## src/sv/nearest_waypoint_lookahead_core_macros.svh

```systemverilog
// Assertion macros for the nearest-waypoint lookahead core.
// Each macro expects signals named clk and rst in the including scope.
`ifndef NEAREST_WAYPOINT_LOOKAHEAD_CORE_MACROS_SVH
`define NEAREST_WAYPOINT_LOOKAHEAD_CORE_MACROS_SVH

// The consequent must hold in the same cycle as the antecedent.
`define NWL_ASSERT_IMPL(label, ante, cons, msg) \
  label: assert property (@(posedge clk) disable iff (rst) (ante) |-> (cons)) else $error(msg);

// The consequent must hold in the cycle after the antecedent.
`define NWL_ASSERT_NEXT(label, ante, cons, msg) \
  label: assert property (@(posedge clk) disable iff (rst) (ante) |=> (cons)) else $error(msg);

`endif

```

## src/sv/nwl_pkg.sv

```systemverilog
// Shared types and constants for the nearest-waypoint lookahead core.
// Used by nwl_mem, nwl_dist and nearest_waypoint_lookahead_core; no dependencies.
package nwl_pkg;

  localparam int COORD_W = 32;
  localparam int INDEX_W = 10;
  localparam int MAG_W   = 32;
  localparam int SQ_W    = 64;
  localparam int DIST_W  = 65;

  localparam logic OP_LOAD  = 1'b0;
  localparam logic OP_QUERY = 1'b1;

  typedef enum logic [2:0] {
    ST_IDLE,
    ST_SCAN,
    ST_DRAIN,
    ST_EM_RD,
    ST_EM_LD
  } state_t;

  // Travels alongside each table word through the distance pipeline.
  typedef struct packed {
    logic valid;
    logic first;
    logic last;
  } tag_t;

endpackage

```

## src/sv/nwl_dist.sv

```systemverilog
// Three-stage squared Euclidean distance pipeline: abs difference, square, sum.
// The 65-bit result is exact; uses nwl_pkg for widths and the tag type.
module nwl_dist (
  input  logic                                clk,
  input  logic                                rst,
  input  nwl_pkg::tag_t                       in_tag,
  input  logic signed [nwl_pkg::COORD_W-1:0]  wx,
  input  logic signed [nwl_pkg::COORD_W-1:0]  wy,
  input  logic signed [nwl_pkg::COORD_W-1:0]  px,
  input  logic signed [nwl_pkg::COORD_W-1:0]  py,
  output nwl_pkg::tag_t                       out_tag,
  output logic [nwl_pkg::DIST_W-1:0]          sq_sum
);

  logic signed [nwl_pkg::COORD_W:0] diff_x;
  logic signed [nwl_pkg::COORD_W:0] diff_y;
  logic signed [nwl_pkg::COORD_W:0] neg_x;
  logic signed [nwl_pkg::COORD_W:0] neg_y;
  logic [nwl_pkg::MAG_W-1:0]        mag_x_next;
  logic [nwl_pkg::MAG_W-1:0]        mag_y_next;

  nwl_pkg::tag_t                    tag_a;
  nwl_pkg::tag_t                    tag_b;
  logic [nwl_pkg::MAG_W-1:0]        mag_x;
  logic [nwl_pkg::MAG_W-1:0]        mag_y;
  logic [nwl_pkg::SQ_W-1:0]         sq_x;
  logic [nwl_pkg::SQ_W-1:0]         sq_y;

  // The magnitude of a difference of two 32-bit signed values fits 32 bits.
  assign diff_x     = {wx[nwl_pkg::COORD_W-1], wx} - {px[nwl_pkg::COORD_W-1], px};
  assign diff_y     = {wy[nwl_pkg::COORD_W-1], wy} - {py[nwl_pkg::COORD_W-1], py};
  assign neg_x      = -diff_x;
  assign neg_y      = -diff_y;
  assign mag_x_next = diff_x[nwl_pkg::COORD_W] ? neg_x[nwl_pkg::MAG_W-1:0]
                                               : diff_x[nwl_pkg::MAG_W-1:0];
  assign mag_y_next = diff_y[nwl_pkg::COORD_W] ? neg_y[nwl_pkg::MAG_W-1:0]
                                               : diff_y[nwl_pkg::MAG_W-1:0];

  always_ff @(posedge clk) begin
    if (rst) begin
      tag_a   <= '0;
      tag_b   <= '0;
      out_tag <= '0;
    end else begin
      tag_a   <= in_tag;
      tag_b   <= tag_a;
      out_tag <= tag_b;
    end
  end

  always_ff @(posedge clk) begin
    mag_x  <= mag_x_next;
    mag_y  <= mag_y_next;
    sq_x   <= nwl_pkg::SQ_W'(mag_x) * nwl_pkg::SQ_W'(mag_x);
    sq_y   <= nwl_pkg::SQ_W'(mag_y) * nwl_pkg::SQ_W'(mag_y);
    sq_sum <= {1'b0, sq_x} + {1'b0, sq_y};
  end

endmodule
```

## config.mk

```make
export PLATFORM = sky130hd
export DESIGN_NAME = nwl_dist
export DESIGN_NICKNAME = d
export VERILOG_FILES = /design/src/sv/nearest_waypoint_lookahead_core_macros.svh /design/src/sv/nwl_pkg.sv /design/src/sv/nwl_dist.sv
export SDC_FILE = /design/constraint.sdc
export NUM_CORES = 2
export LEC_CHECK = 0
export ABC_AREA = 1
export ABC_CLOCK_PERIOD_IN_PS = 8100
export BUFFER_PORTS_ARGS = -buffer_cell sky130_fd_sc_hd__buf_4
export CORE_ASPECT_RATIO = 1.5
export CORE_MARGIN = 2
export CORE_UTILIZATION = 45
export CTS_BUF_LIST = sky130_fd_sc_hd__clkbuf_16
export DETAILED_ROUTE_END_ITERATION = 10
export PLACE_DENSITY = 0.63
export SYNTH_ARGS = -nofsm -noshare
export SYNTH_HDL_FRONTEND = slang
export SYNTH_SLANG_ARGS = --single-unit
```

## constraint.sdc

```tcl
create_clock -name clk -period 8.1 [get_ports clk]
set_input_delay 0.405 -clock clk [delete_from_list [all_inputs] [get_ports clk]]
set_output_delay 0.405 -clock clk [all_outputs]
set_load 0.05 [all_outputs]
```

==> metrics.txt <==
status=finished clean; GRT Total Usage=0.267; Critical Path Source Type=register; Placer Congestion=0.966; share of flip-flops with an asynchronous set or reset=0; Worst Hold Depth=3; Initial Util=0.453; clock sinks=264; FF+latch count, synth=264; Area Overhead vs Synth=8.11%; CP max stage cell=fa_1; Worst Setup End Kind=register; hpwl dp=197,000 um; DRC errors left=0; Setup CP Type=register to register; Critical path buffers and inverters=5; period utilisation layout=0.956; MaxCap Viol Count=0; Overflow after GRT=0; port bufs=200; post-synth cell types=50; number of global-route vias before repair=67,532; num ports=201; CORE AREA=168,000 um^2; highest clock rate=129 MHz; htree depth=1; leading area contributor after synthesis=fa_1; WL per Instance=18.7 um; required time of the critical path=8620 ps; Via density=5.04; clock tree buffer depth=3; CP max stage delay=560 ps; top-count cell post-synth=inv_1; clock root buffer=clkbuf_16; final slew viol count=0; post-synthesis sequential area ratio=0.0697; top post-synthesis cells by area=fa_1 (42%), inv_1 (14%), ha_1 (12%); die span in y=507 um; worst rel slew slack=0.322; Most Frequent Cell on Critical Path=fa_1; TritonCTS clock tree=yes; Final Hold Vio Count=0; Detailed Route Iter0 Violations=3,189; global-route wire length before repair=358,000 um; Die Area=172,000 um^2; total number of vias=60,587; minimum clock period=7750 ps; Ys Warns=0; WP data arrival=8270 ps; Final Skew=35.2 ps; Tightest Hold Check Type=input port to register; final net count=12,204; drt first pass iters=6; initial antenna violation count=3; Post-DRT Antenna Nets=0; clock-pin slew on the worst setup and hold paths=60 ps; # setup viols final=0; total CTS buffers=30; crit-path max FO=32; Die Wd=339 um; total wire length=224,000 um; post-synthesis cell count=9,562; Reg2Reg Depth=26; worst-skew pair later-pin latency=660 ps; largest net degree at the start of global routing=34; number of synthesized flops with an enable pin=0; actual slew at the worst max-slew pin=1010 ps; post-synth top area share=0.419; Rows=184; layout cells sized above 1=0.0525; Mapped Avg Cell Area=7.93 um^2; top cells by count, synth=inv_1 (2,916), nand2_1 (2,031), fa_1 (1,588), ha_1 (722), nor2_1 (465); syn_nets=12,005; post-synthesis cell area=75,900 um^2; CP delay by family, top=adder cells; CP Depth=26; Fin Hold WS=97.4 ps; top_reg_cell synth=dfxtp_1
==> per-stage QoR <==
stage          instances  setup TNS, ps  worst slack, ps  area (um^2)   util
3_3_place_gp       11955           -130             -107        80900  0.483
6_report           12015              0              354        82000  0.489
5_1_grt            12014          -5.42            -5.42        82000  0.489
4_1_cts            12014              0             10.0        82000  0.489
3_5_place_dp       11955           -158             -112        80900  0.483
2_1_floorplan       9562              0             1120        75900      -
==> cell families (layout without fill, tap and decap cells) <==
kind of cell / after synthesis / after routing / share of synthesized area
adder cells (fa/ha/maj): 2310 / 2310 / 0.538
flip-flops: 264 / 264 / 0.0697
buffers and inverters: 3141 / 3361 / 0.156
other: 0 / 1 / 0
AND/OR/NAND/NOR: 2847 / 2847 / 0.149
AO/OA/AOI/OAI: 690 / 690 / 0.0512
XOR/XNOR: 310 / 310 / 0.0360
==> metal layers <==
layer,part of all wire,vias to the layer above,wire length [um],global-route usage
met4,0.062,4,13900,0.137
met1,0.35,30292,79400,0.287
met3,0.042,616,9440,0.0237
met5,0.00016,-,36,0
li1,-,27997,-,-
met2,0.54,1678,122000,0.514
==> layout by cell type (no fill, tap or decap), types with 4 or more instances in the layout <==
cell / Yosys / layout
inv_1: 2916 / 2919
nand2_1: 2031 / 2031
fa_1: 1588 / 1588
ha_1: 722 / 722
nor2_1: 465 / 464
buf_4: 1 / 354
a21oi_1: 320 / 319
dfxtp_1: 264 / 251
xor2_1: 225 / 225
nand3_1: 187 / 187
o21ai_0: 180 / 178
xnor2_1: 83 / 82
a31oi_1: 48 / 48
o21bai_1: 43 / 43
nor3_1: 42 / 42
a21o_1: 33 / 33
nand4_1: 31 / 31
clkbuf_16: 0 / 30
nand2_2: 22 / 22
buf_12: 0 / 19
nor4_1: 17 / 16
o21a_1: 15 / 15
nand3b_1: 15 / 15
dfxtp_2: 0 / 13
a31o_2: 11 / 11
o21ai_1: 8 / 10
inv_2: 10 / 10
or2_2: 9 / 9
nor2_2: 8 / 9
a21boi_0: 8 / 8
and2_1: 7 / 7
dlygate4sd3_1: 0 / 6
o211ai_1: 5 / 5
clkinv_1: 3 / 5
nor2_4: 5 / 5
bufinv_16: 0 / 5
o2111ai_1: 4 / 4
inv_6: 0 / 4
==> tightest hold or removal path, stage by stage <==
cell   delay, ps
buf_4         80
ha_1         160
inv_1         50
==> flip-flops by register name, summed over array words and instances, names as in the netlist <==
| name | cells |
|---|---|
| out_tag | 3 |
| mag_y | 32 |
| sq_x | 63 |
| sq_y | 63 |
| tag_b | 3 |
| mag_x | 32 |
| tag_a | 3 |
| sq_sum | 65 |
==> cell type report <==
class	count	area (um^2)
Clock inverter	23	283
Multi-Input combinational cell	6157	58800
Tap cell	2232	2790
Timing Repair Buffer	379	3100
Fill cell	16737	85600
Inverter	2929	11000
Antenna cell	1	2.50
Sequential cell	264	5300
Clock buffer	30	751
==> path summary, 6_finish.rpt <==
check	slack [ps]	endpoint	startpoint
worst max register to register	350	sq_x[45]$_DFF_P_	mag_x[4]$_DFF_P_
worst max-delay path	350	sq_x[45]$_DFF_P_	mag_x[4]$_DFF_P_
worst min register to register	390	out_tag[0]$_SDFF_PP0_	tag_b[0]$_SDFF_PP0_
worst min-delay path	100	mag_y[0]$_DFF_P_	py[0]
==> repair_timing <==
action	CTS	global route
buffers inserted	0	0
hold buffers	6	0
endpoints found under the hold margin	9	0
gates resized for setup	3	16
endpoints found under the setup margin	4	16
Power is left out: the tool's default activity adds up to more than one toggle a clock period on the data nets, which glitch-free logic cannot reach.
